### config.mk
export PLATFORM = sky130hd
export DESIGN_NAME = parenthesized_infix_evaluator_unit
export DESIGN_NICKNAME = d
export VERILOG_FILES = /design/src/hw/rtl/pie_pkg.sv /design/src/hw/rtl/pie_divider.sv /design/src/hw/rtl/pie_datapath.sv /design/src/hw/rtl/pie_controller.sv /design/src/hw/rtl/parenthesized_infix_evaluator_unit.sv
export SDC_FILE = /design/constraint.sdc
export NUM_CORES = 2
export LEC_CHECK = 0
export CAP_MARGIN = 5
export CORE_MARGIN = 2
export CORE_UTILIZATION = 50
export CTS_CLUSTER_DIAMETER = 120
export DETAILED_ROUTE_END_ITERATION = 7
export DONT_BUFFER_PORTS = 1
export PLACE_DENSITY = 0.68
export SYNTH_ARGS = -nofsm -noshare
export SYNTH_HDL_FRONTEND = slang
export SYNTH_SLANG_ARGS = --single-unit
### constraint.sdc
create_clock -name clk -period 7.5 [get_ports clk]
set_input_delay 0.75 -clock clk [delete_from_list [all_inputs] [get_ports clk]]
set_output_delay 0.75 -clock clk [all_outputs]
set_load 0.005 [all_outputs]
### src/hw/rtl/pie_pkg.sv
// Shared types and constants for the parenthesised infix evaluator.
package pie_pkg;

    localparam logic [2:0] KIND_OPERAND = 3'd0;
    localparam logic [2:0] KIND_OPEN    = 3'd1;
    localparam logic [2:0] KIND_OPER    = 3'd2;
    localparam logic [2:0] KIND_CLOSE   = 3'd3;
    localparam logic [2:0] KIND_END     = 3'd4;

    localparam logic [2:0] OP_ADD  = 3'd0;
    localparam logic [2:0] OP_SUB  = 3'd1;
    localparam logic [2:0] OP_MUL  = 3'd2;
    localparam logic [2:0] OP_DIV  = 3'd3;
    localparam logic [2:0] OP_NEG  = 3'd4;
    localparam logic [2:0] OP_OPEN = 3'd5;

    localparam logic [31:0] MOST_NEG = 32'h8000_0000;
    localparam logic [31:0] MOST_POS = 32'h7FFF_FFFF;

    // commands from controller to datapath
    typedef struct packed {
        logic       take_token;  // latch input item
        logic       vpop_rd;     // read value stack top, decrement count
        logic       vpush;       // push token value
        logic       vpush_res;   // push computed result
        logic       opop_rd;     // read operator stack top, decrement count
        logic       opush;       // push operator code
        logic       opush_open;  // push open mark
        logic       lat_b;       // latch popped value as b
        logic       lat_a;       // latch popped value as a
        logic       lat_op;      // latch popped operator
        logic       compute;     // form result for add/sub/mul/neg
        logic       div_start;   // start divider
        logic       set_err;
        logic       clr_all;
        logic       out_load;
    } pie_cmd_t;

    // status from datapath to controller
    typedef struct packed {
        logic [2:0] kind;
        logic [2:0] op_code;
        logic       v_empty;
        logic       v_full;
        logic       o_empty;
        logic       o_full;
        logic       err;
        logic       rd_most_neg;
        logic [2:0] rd_op;
        logic [2:0] op;
        logic       div_done;
    } pie_sts_t;

endpackage

### src/hw/rtl/pie_divider.sv
// Iterative signed 32-bit divider, one quotient bit per cycle.
module pie_divider
    import pie_pkg::*;
(
    input  logic        clk,
    input  logic        rst_n,
    input  logic        start,
    input  logic [31:0] dividend,
    input  logic [31:0] divisor,
    output logic        done,
    output logic [31:0] quotient
);

    logic [31:0] rem_reg, rem_next;
    logic [31:0] quo_reg, quo_next;
    logic [31:0] den_reg, den_next;
    logic [5:0]  cnt_reg, cnt_next;
    logic        busy_reg, busy_next;
    logic        neg_reg, neg_next;
    logic        zero_reg, zero_next;
    logic        done_reg, done_next;
    logic [32:0] trial;
    logic [32:0] shifted;

    assign shifted = {rem_reg, quo_reg[31]};
    assign trial   = shifted - {1'b0, den_reg};

    always_comb
    begin
        rem_next  = rem_reg;
        quo_next  = quo_reg;
        den_next  = den_reg;
        cnt_next  = cnt_reg;
        busy_next = busy_reg;
        neg_next  = neg_reg;
        zero_next = zero_reg;
        done_next = 1'b0;
        if (start)
        begin
            rem_next  = 32'd0;
            quo_next  = dividend[31] ? (32'd0 - dividend) : dividend;
            den_next  = divisor[31] ? (32'd0 - divisor) : divisor;
            neg_next  = dividend[31] ^ divisor[31];
            zero_next = (divisor == 32'd0);
            cnt_next  = 6'd32;
            busy_next = 1'b1;
        end
        else if (busy_reg)
        begin
            if (trial[32])
            begin
                rem_next = shifted[31:0];
                quo_next = {quo_reg[30:0], 1'b0};
            end
            else
            begin
                rem_next = trial[31:0];
                quo_next = {quo_reg[30:0], 1'b1};
            end
            cnt_next = cnt_reg - 6'd1;
            if (cnt_reg == 6'd1)
            begin
                busy_next = 1'b0;
                done_next = 1'b1;
            end
        end
    end

    always_ff @(posedge clk or negedge rst_n)
    begin
        if (!rst_n)
        begin
            busy_reg <= 1'b0;
            done_reg <= 1'b0;
            cnt_reg  <= 6'd0;
        end
        else
        begin
            busy_reg <= busy_next;
            done_reg <= done_next;
            cnt_reg  <= cnt_next;
        end
    end

    always_ff @(posedge clk)
    begin
        rem_reg  <= rem_next;
        quo_reg  <= quo_next;
        den_reg  <= den_next;
        neg_reg  <= neg_next;
        zero_reg <= zero_next;
    end

    assign done     = done_reg;
    assign quotient = zero_reg ? MOST_POS : (neg_reg ? (32'd0 - quo_reg) : quo_reg);

endmodule

### src/hw/rtl/pie_datapath.sv
// Stacks, operand registers, arithmetic and output register.
module pie_datapath
    import pie_pkg::*;
#(
    parameter int STACK_DEPTH = 64
)
(
    input  logic        clk,
    input  logic        rst_n,
    input  logic [2:0]  in_kind,
    input  logic [31:0] in_value,
    input  logic [2:0]  in_op_code,
    input  pie_cmd_t    cmd,
    output pie_sts_t    sts,
    output logic [31:0] result_value,
    output logic        error
);

    localparam int AW = $clog2(STACK_DEPTH);
    localparam int CW = $clog2(STACK_DEPTH + 1);
    localparam logic [CW-1:0] FULL = CW'(STACK_DEPTH);

    logic [31:0] vmem [STACK_DEPTH];
    logic [2:0]  omem [STACK_DEPTH];

    logic [CW-1:0] vcnt_reg, vcnt_next;
    logic [CW-1:0] ocnt_reg, ocnt_next;
    logic          err_reg, err_next;
    logic [2:0]    kind_reg, opc_reg, op_reg;
    logic [31:0]   val_reg, a_reg, b_reg, res_reg, vrd_reg;
    logic [2:0]    ord_reg;
    logic [31:0]   out_val_reg;
    logic          out_err_reg;
    logic [31:0]   quotient;
    logic          div_done;
    logic [CW-1:0] vtop, otop;
    logic          fin_bad;

    assign vtop = vcnt_reg - CW'(1);
    assign otop = ocnt_reg - CW'(1);

    pie_divider u_div (
        .clk      (clk),
        .rst_n    (rst_n),
        .start    (cmd.div_start),
        .dividend (a_reg),
        .divisor  (b_reg),
        .done     (div_done),
        .quotient (quotient)
    );

    always_comb
    begin
        vcnt_next = vcnt_reg;
        ocnt_next = ocnt_reg;
        err_next  = err_reg;
        if (cmd.vpop_rd)
            vcnt_next = vtop;
        if (cmd.vpush || cmd.vpush_res)
            vcnt_next = vcnt_reg + CW'(1);
        if (cmd.opop_rd)
            ocnt_next = otop;
        if (cmd.opush || cmd.opush_open)
            ocnt_next = ocnt_reg + CW'(1);
        if (cmd.set_err)
            err_next = 1'b1;
        if (cmd.clr_all)
        begin
            vcnt_next = '0;
            ocnt_next = '0;
            err_next  = 1'b0;
        end
    end

    always_ff @(posedge clk or negedge rst_n)
    begin
        if (!rst_n)
        begin
            vcnt_reg <= '0;
            ocnt_reg <= '0;
            err_reg  <= 1'b0;
        end
        else
        begin
            vcnt_reg <= vcnt_next;
            ocnt_reg <= ocnt_next;
            err_reg  <= err_next;
        end
    end

    always_ff @(posedge clk)
    begin
        if (cmd.vpush)
            vmem[vcnt_reg[AW-1:0]] <= val_reg;
        else if (cmd.vpush_res)
            vmem[vcnt_reg[AW-1:0]] <= res_reg;
        if (cmd.vpop_rd)
            vrd_reg <= vmem[vtop[AW-1:0]];
        if (cmd.opush)
            omem[ocnt_reg[AW-1:0]] <= opc_reg;
        else if (cmd.opush_open)
            omem[ocnt_reg[AW-1:0]] <= OP_OPEN;
        if (cmd.opop_rd)
            ord_reg <= omem[otop[AW-1:0]];
    end

    always_ff @(posedge clk)
    begin
        if (cmd.take_token)
        begin
            kind_reg <= in_kind;
            val_reg  <= in_value;
            opc_reg  <= in_op_code;
        end
        if (cmd.lat_b)
            b_reg <= vrd_reg;
        if (cmd.lat_a)
            a_reg <= vrd_reg;
        if (cmd.lat_op)
            op_reg <= ord_reg;
        if (cmd.compute)
        begin
            case (op_reg)
                OP_ADD:  res_reg <= a_reg + b_reg;
                OP_SUB:  res_reg <= a_reg - b_reg;
                OP_MUL:  res_reg <= a_reg * b_reg;
                OP_NEG:  res_reg <= 32'd0 - a_reg;
                default: res_reg <= res_reg;
            endcase
        end
        else if (div_done)
            res_reg <= quotient;
    end

    // an empty value stack at the end token has already raised the error flag
    assign fin_bad = err_reg || vcnt_reg != '0 || vrd_reg == MOST_NEG
                     || ocnt_reg != '0;

    always_ff @(posedge clk)
    begin
        if (cmd.out_load)
        begin
            out_err_reg <= fin_bad;
            out_val_reg <= fin_bad ? MOST_NEG : vrd_reg;
        end
    end

    assign result_value = out_val_reg;
    assign error        = out_err_reg;

    assign sts.kind        = kind_reg;
    assign sts.op_code     = opc_reg;
    assign sts.v_empty     = (vcnt_reg == '0);
    assign sts.v_full      = (vcnt_reg == FULL);
    assign sts.o_empty     = (ocnt_reg == '0);
    assign sts.o_full      = (ocnt_reg == FULL);
    assign sts.err         = err_reg;
    assign sts.rd_most_neg = (vrd_reg == MOST_NEG);
    assign sts.rd_op       = ord_reg;
    assign sts.op          = op_reg;
    assign sts.div_done    = div_done;

endmodule

### src/hw/rtl/pie_controller.sv
// Token sequencer for the two-stack evaluator.
module pie_controller
    import pie_pkg::*;
(
    input  logic     clk,
    input  logic     rst_n,
    input  logic     s_tvalid,
    output logic     s_tready,
    output logic     m_tvalid,
    input  logic     m_tready,
    output pie_cmd_t cmd,
    input  pie_sts_t sts
);

    typedef enum logic [12:0] {
        ST_IDLE   = 13'b0000000000001,
        ST_DISP   = 13'b0000000000010,
        ST_CPOP   = 13'b0000000000100,
        ST_COP    = 13'b0000000001000,
        ST_B      = 13'b0000000010000,
        ST_BCHK   = 13'b0000000100000,
        ST_ACHK   = 13'b0000001000000,
        ST_CALC   = 13'b0000010000000,
        ST_DIVW   = 13'b0000100000000,
        ST_PUSH   = 13'b0001000000000,
        ST_MCHK   = 13'b0010000000000,
        ST_END    = 13'b0100000000000,
        ST_OUT    = 13'b1000000000000
    } state_t;

    state_t state_reg, state_next;
    logic   ovalid_reg, ovalid_next;

    assign s_tready = (state_reg == ST_IDLE) && !(ovalid_reg && !m_tready);
    assign m_tvalid = ovalid_reg;

    always_comb
    begin
        state_next  = state_reg;
        ovalid_next = ovalid_reg;
        cmd         = '0;
        if (ovalid_reg && m_tready)
            ovalid_next = 1'b0;
        case (state_reg)
            ST_IDLE:
            begin
                if (s_tvalid && s_tready)
                begin
                    cmd.take_token = 1'b1;
                    state_next     = ST_DISP;
                end
            end
            ST_DISP:
            begin
                state_next = ST_IDLE;
                if (sts.kind == KIND_END)
                begin
                    if (sts.v_empty)
                        cmd.set_err = 1'b1;
                    else
                        cmd.vpop_rd = 1'b1;
                    state_next = ST_END;
                end
                else if (!sts.err)
                begin
                    case (sts.kind)
                        KIND_OPERAND:
                            if (sts.v_full) cmd.set_err = 1'b1;
                            else cmd.vpush = 1'b1;
                        KIND_OPEN:
                            if (sts.o_full) cmd.set_err = 1'b1;
                            else cmd.opush_open = 1'b1;
                        KIND_OPER:
                            if (sts.op_code > OP_NEG || sts.o_full) cmd.set_err = 1'b1;
                            else cmd.opush = 1'b1;
                        KIND_CLOSE:
                            if (sts.o_empty) cmd.set_err = 1'b1;
                            else
                            begin
                                cmd.opop_rd = 1'b1;
                                state_next  = ST_CPOP;
                            end
                        default: ;
                    endcase
                end
            end
            ST_CPOP:
            begin
                cmd.lat_op = 1'b1;
                if (sts.rd_op > OP_NEG)
                begin
                    cmd.set_err = 1'b1;
                    state_next  = ST_IDLE;
                end
                else if (sts.v_empty)
                begin
                    cmd.set_err = 1'b1;
                    state_next  = ST_IDLE;
                end
                else
                begin
                    cmd.vpop_rd = 1'b1;
                    state_next  = ST_COP;
                end
            end
            ST_COP:
            begin
                // first popped value: operand of negate, or b
                if (sts.rd_most_neg)
                begin
                    cmd.set_err = 1'b1;
                    state_next  = ST_IDLE;
                end
                else if (sts.op == OP_NEG)
                begin
                    cmd.lat_a  = 1'b1;
                    state_next = ST_CALC;
                end
                else
                begin
                    cmd.lat_b  = 1'b1;
                    state_next = ST_B;
                end
            end
            ST_B:
            begin
                if (sts.v_empty)
                begin
                    cmd.set_err = 1'b1;
                    state_next  = ST_IDLE;
                end
                else
                begin
                    cmd.vpop_rd = 1'b1;
                    state_next  = ST_ACHK;
                end
            end
            ST_ACHK:
            begin
                if (sts.rd_most_neg)
                begin
                    cmd.set_err = 1'b1;
                    state_next  = ST_IDLE;
                end
                else
                begin
                    cmd.lat_a  = 1'b1;
                    state_next = ST_BCHK;
                end
            end
            ST_BCHK:
            begin
                if (sts.op == OP_DIV)
                begin
                    cmd.div_start = 1'b1;
                    state_next    = ST_DIVW;
                end
                else
                begin
                    cmd.compute = 1'b1;
                    state_next  = ST_PUSH;
                end
            end
            ST_CALC:
            begin
                cmd.compute = 1'b1;
                state_next  = ST_PUSH;
            end
            ST_DIVW:
            begin
                if (sts.div_done)
                    state_next = ST_PUSH;
            end
            ST_PUSH:
            begin
                if (sts.v_full)
                begin
                    cmd.set_err = 1'b1;
                    state_next  = ST_IDLE;
                end
                else
                begin
                    cmd.vpush_res = 1'b1;
                    if (sts.o_empty)
                    begin
                        cmd.set_err = 1'b1;
                        state_next  = ST_IDLE;
                    end
                    else
                    begin
                        cmd.opop_rd = 1'b1;
                        state_next  = ST_MCHK;
                    end
                end
            end
            ST_MCHK:
            begin
                if (sts.rd_op != OP_OPEN)
                    cmd.set_err = 1'b1;
                state_next = ST_IDLE;
            end
            ST_END:
            begin
                cmd.out_load = 1'b1;
                cmd.clr_all  = 1'b1;
                state_next   = ST_OUT;
            end
            ST_OUT:
            begin
                if (!ovalid_reg || m_tready)
                begin
                    ovalid_next = 1'b1;
                    state_next  = ST_IDLE;
                end
            end
            default: state_next = ST_IDLE;
        endcase
    end

    always_ff @(posedge clk or negedge rst_n)
    begin
        if (!rst_n)
        begin
            state_reg  <= ST_IDLE;
            ovalid_reg <= 1'b0;
        end
        else
        begin
            state_reg  <= state_next;
            ovalid_reg <= ovalid_next;
        end
    end

endmodule

### src/hw/rtl/parenthesized_infix_evaluator_unit.sv
// Top level of the parenthesised infix evaluator.
//
// Input stream s_*: one token per item, tdata = {op_code, value, kind} padded
// to 40 bits. Output stream m_*: one item per end token, carrying the final
// value and an error flag.
// Operand, parenthesis and operator tokens finish in the dispatch state; a
// close parenthesis pops, checks and computes, waiting on the divider for a
// division; an end token pops the final value, then loads the output register.
// One token is in work at a time; the next is taken once the sequencer is
// back in its idle state.
// Reset empties both stacks, clears the sticky error and drops any pending
// result. Stack contents are not cleared.
// While the receiver stalls, the result is held in the output register and
// no further token is taken until that result is accepted.
module parenthesized_infix_evaluator_unit
    import pie_pkg::*;
#(
    parameter int STACK_DEPTH = 64
)
(
    input  logic        clk,
    input  logic        rst_n,
    input  logic        s_tvalid,
    output logic        s_tready,
    input  logic [39:0] s_tdata,   // kind[2:0], value[34:3], op_code[37:35], zero pad
    output logic        m_tvalid,
    input  logic        m_tready,
    output logic [39:0] m_tdata    // result_value[31:0], error[32], zero pad
);

    pie_cmd_t    cmd;
    pie_sts_t    sts;
    logic [31:0] result_value;
    logic        error;

    pie_controller u_ctrl (
        .clk      (clk),
        .rst_n    (rst_n),
        .s_tvalid (s_tvalid),
        .s_tready (s_tready),
        .m_tvalid (m_tvalid),
        .m_tready (m_tready),
        .cmd      (cmd),
        .sts      (sts)
    );

    pie_datapath #(
        .STACK_DEPTH (STACK_DEPTH)
    ) u_dp (
        .clk          (clk),
        .rst_n        (rst_n),
        .in_kind      (s_tdata[2:0]),
        .in_value     (s_tdata[34:3]),
        .in_op_code   (s_tdata[37:35]),
        .cmd          (cmd),
        .sts          (sts),
        .result_value (result_value),
        .error        (error)
    );

    assign m_tdata = {7'd0, error, result_value};

endmodule

==> metrics.cfg <==
[synthesis]
yosys.area_share.simple_pct=5.60
yosysTopAreaCellShare_pct=62.5
synth_fa_ha_area_share_pct=8.87
netlist_instances=6963
synth_most_common_cell=edfxtp_1
synth_xor_xnor_area_share_pct=2.19
seq_area_frac_synth_pct=63.8
synthTopCellsByCount=edfxtp_1, mux4_2, inv_1
synth_compound_area_share_pct=2.61
synthArstFlopShare_pct=1.43
ys_seq_elements=2580
syn_area_mm2=0.121
synth_area_leader_cell=edfxtp_1
synth_edf_count=2511
synth_ff_type=edfxtp_1
avgSynthCellArea_um2=17.3
synth_top_family_by_area=multiplexers
synth_cell_types=93
ys_top_cells_by_area=edfxtp_1, mux4_2, fa_1, ha_1, and2_1
synthMuxAreaShare_pct=14.3
yosysWarnings=0

[timing]
setup_violations=0
fmax_mhz=134
rsz0062_at_grt=true
worst_slew_pin_slew_ns=1.27
relSlewSlack_pct=15.6
fin_crit_sh_pct=99.6
fin_tns_setup_ns=0
period_needed_ns=7.47
skew_ns=0.0815
finalMaxSlewViolations=0
timing_hold_violations_final=0

[critical_path]
endpoint_kind=flip-flop
crit_fanout=6
crit_arrival_ns=8.09
slowest_delay_ns=0.61
worst_setup_path_start_kind=flip-flop
crit_type=reg -> reg
crit_required_ns=8.12
cpMostUsedCell=fa_1
critPathSlowestCell=fa_1

[clock_tree]
root_buffer=clkbuf_16
cts_tree=built
worstSkewPairLatency_ns=0.93
clock_sinks=2580
numCtsBuffers=286
cts_htree_levels=5
cts_buffer_depth=4
clk_pin_slew_ns=0.07

[detailed_routing]
drc=0
drtAntennaViolNets=0
drt_iter0_markers=6746
wl_per_cell_um=28.4
wl_mm=301
vias=63900
drtPass1Iterations=6
viasPerCell=6.02

[layout]
drive_gt1_share_pct=21.4
largest_reg_flops=2048
area_delta_synth_final_pct=12.7
nets=7853

[floorplan]
ios=86
die_area_mm2=0.245
die_w_um=495
core_mm2=0.240
initial_core_util_pct=50.2
dieHeight_um=495
rows=180

[flow_run]
max-cap-violations=0

[pwr]
power.density_mw_per_mm2=316
p_leak_uw=0.0460
ir_drop_mv=0.368
total_power_uw=43000

[run_status]
status=completed

[grt]
grt.overflow.total=0
grt_pass1_vias=65900
grt_max_degree=109
antenna_found_initial=18
grt_pass1_wl_mm=443
track_usage_pct=24.8

[placed_design]
gp_congestion=0.908
dp_hpwl_mm=196
io_buffers=0

[worst_hold_path]
hp-class=in -> reg

## report_power, final
part	internal, uW	switching (uW)
logic	5780	6680
registers	16700	278
clock network	8080	5530
## cell usage in the layout (no fill, tap or decap), types with 54 or more instances in the layout
master	instances
clkinv_1	54
xnor2_1	168
clkbuf_1	70
fa_1	410
mux4_2	735
clkbuf_16	291
o21ai_0	97
nand2_1	434
nor2_4	65
xor2_1	128
inv_1	444
and2_1	347
edfxtp_1	2511
a21oi_1	121
ha_1	193
nor2_1	226
buf_4	256
## stage by stage
stage,setup WS (ns),cells,cell area [um^2],hold WS [ns],util [%]
6_report,0.0276,10600,136000,0.313,56.6
5_1_grt,-0.257,10600,136000,0.303,56.5
4_1_cts,0.0132,10600,136000,0.256,56.4
3_3_place_gp,-0.107,10000,126000,0.458,52.5
3_5_place_dp,-0.190,10000,126000,0.458,52.5
2_1_floorplan,0.178,6969,121000,0.435,-
## layer usage
metal  global-route usage, %  up-vias  wire length [um]
li1                        -    26900                 -
met1                    32.7    33900            116000
met2                    42.0     2486            153000
met3                    4.07      588             20800
met4                    8.34        8             10900
met5                       0        -                56
## logic make-up after synthesis
group | after synthesis
muxes | 795
buffers and inverters | 836
and+or+nand+nor | 1358
xor gates and xnor gates | 301
AOI/OAI and AO/OA | 483
DFF | 2580
adders and majority gates | 609
other | 1
## layout make-up
class	instances	area (um^2)
clock inverters	131	1390
fillers	18000	104000
repair buffers	331	3040
multi-input cells	3553	41200
clock buffers	363	7560
inverters	448	1680
flip-flops and latches	2580	77000
well taps	3185	3990
diodes	19	47.5
## critical path, delay by kind of cell, from the launching register on
kind	cells	cell delay, ns
AO/OA/AOI/OAI	10	1.78
adder cells (fa/ha/maj)	9	4.40
buffers and inverters	5	0.50
flip-flops	1	0.37
AND/OR/NAND/NOR	1	0.17
## final timing paths
| path | slack, ns | end | startpoint | cells after the start |
|---|---|---|---|---|
| worst max-delay path | 0.03 | u_dp.res_reg[28] | u_dp.b_reg[5] | 25 |
| worst min-delay path | 0.31 | u_ctrl.m_tvalid | m_tready | 2 |
| worst max register to register | 0.03 | u_dp.res_reg[28] | u_dp.b_reg[5] | 25 |
| worst min register to register | 0.48 | u_dp.u_div.rem_reg[27] | u_dp.u_div.rem_reg[27] | 2 |
| max in group asynchronous | 6.84 | u_ctrl.state_reg[0] | rst_n | 2 |
| min in group asynchronous | 0.33 | u_dp.u_div.cnt_reg[3] | rst_n | 2 |
## what timing repair did
item | 4_1_cts | 5_1_grt
gates cloned | 0 | 1
pin swaps | 1 | 20
setup buffers | 1 | 4
hold endpoints to repair | 76 | 0
resized for setup | 4 | 27
setup endpoints to repair | 3 | 10
hold buffers | 41 | 0
(Power assumes the default switching activity.)
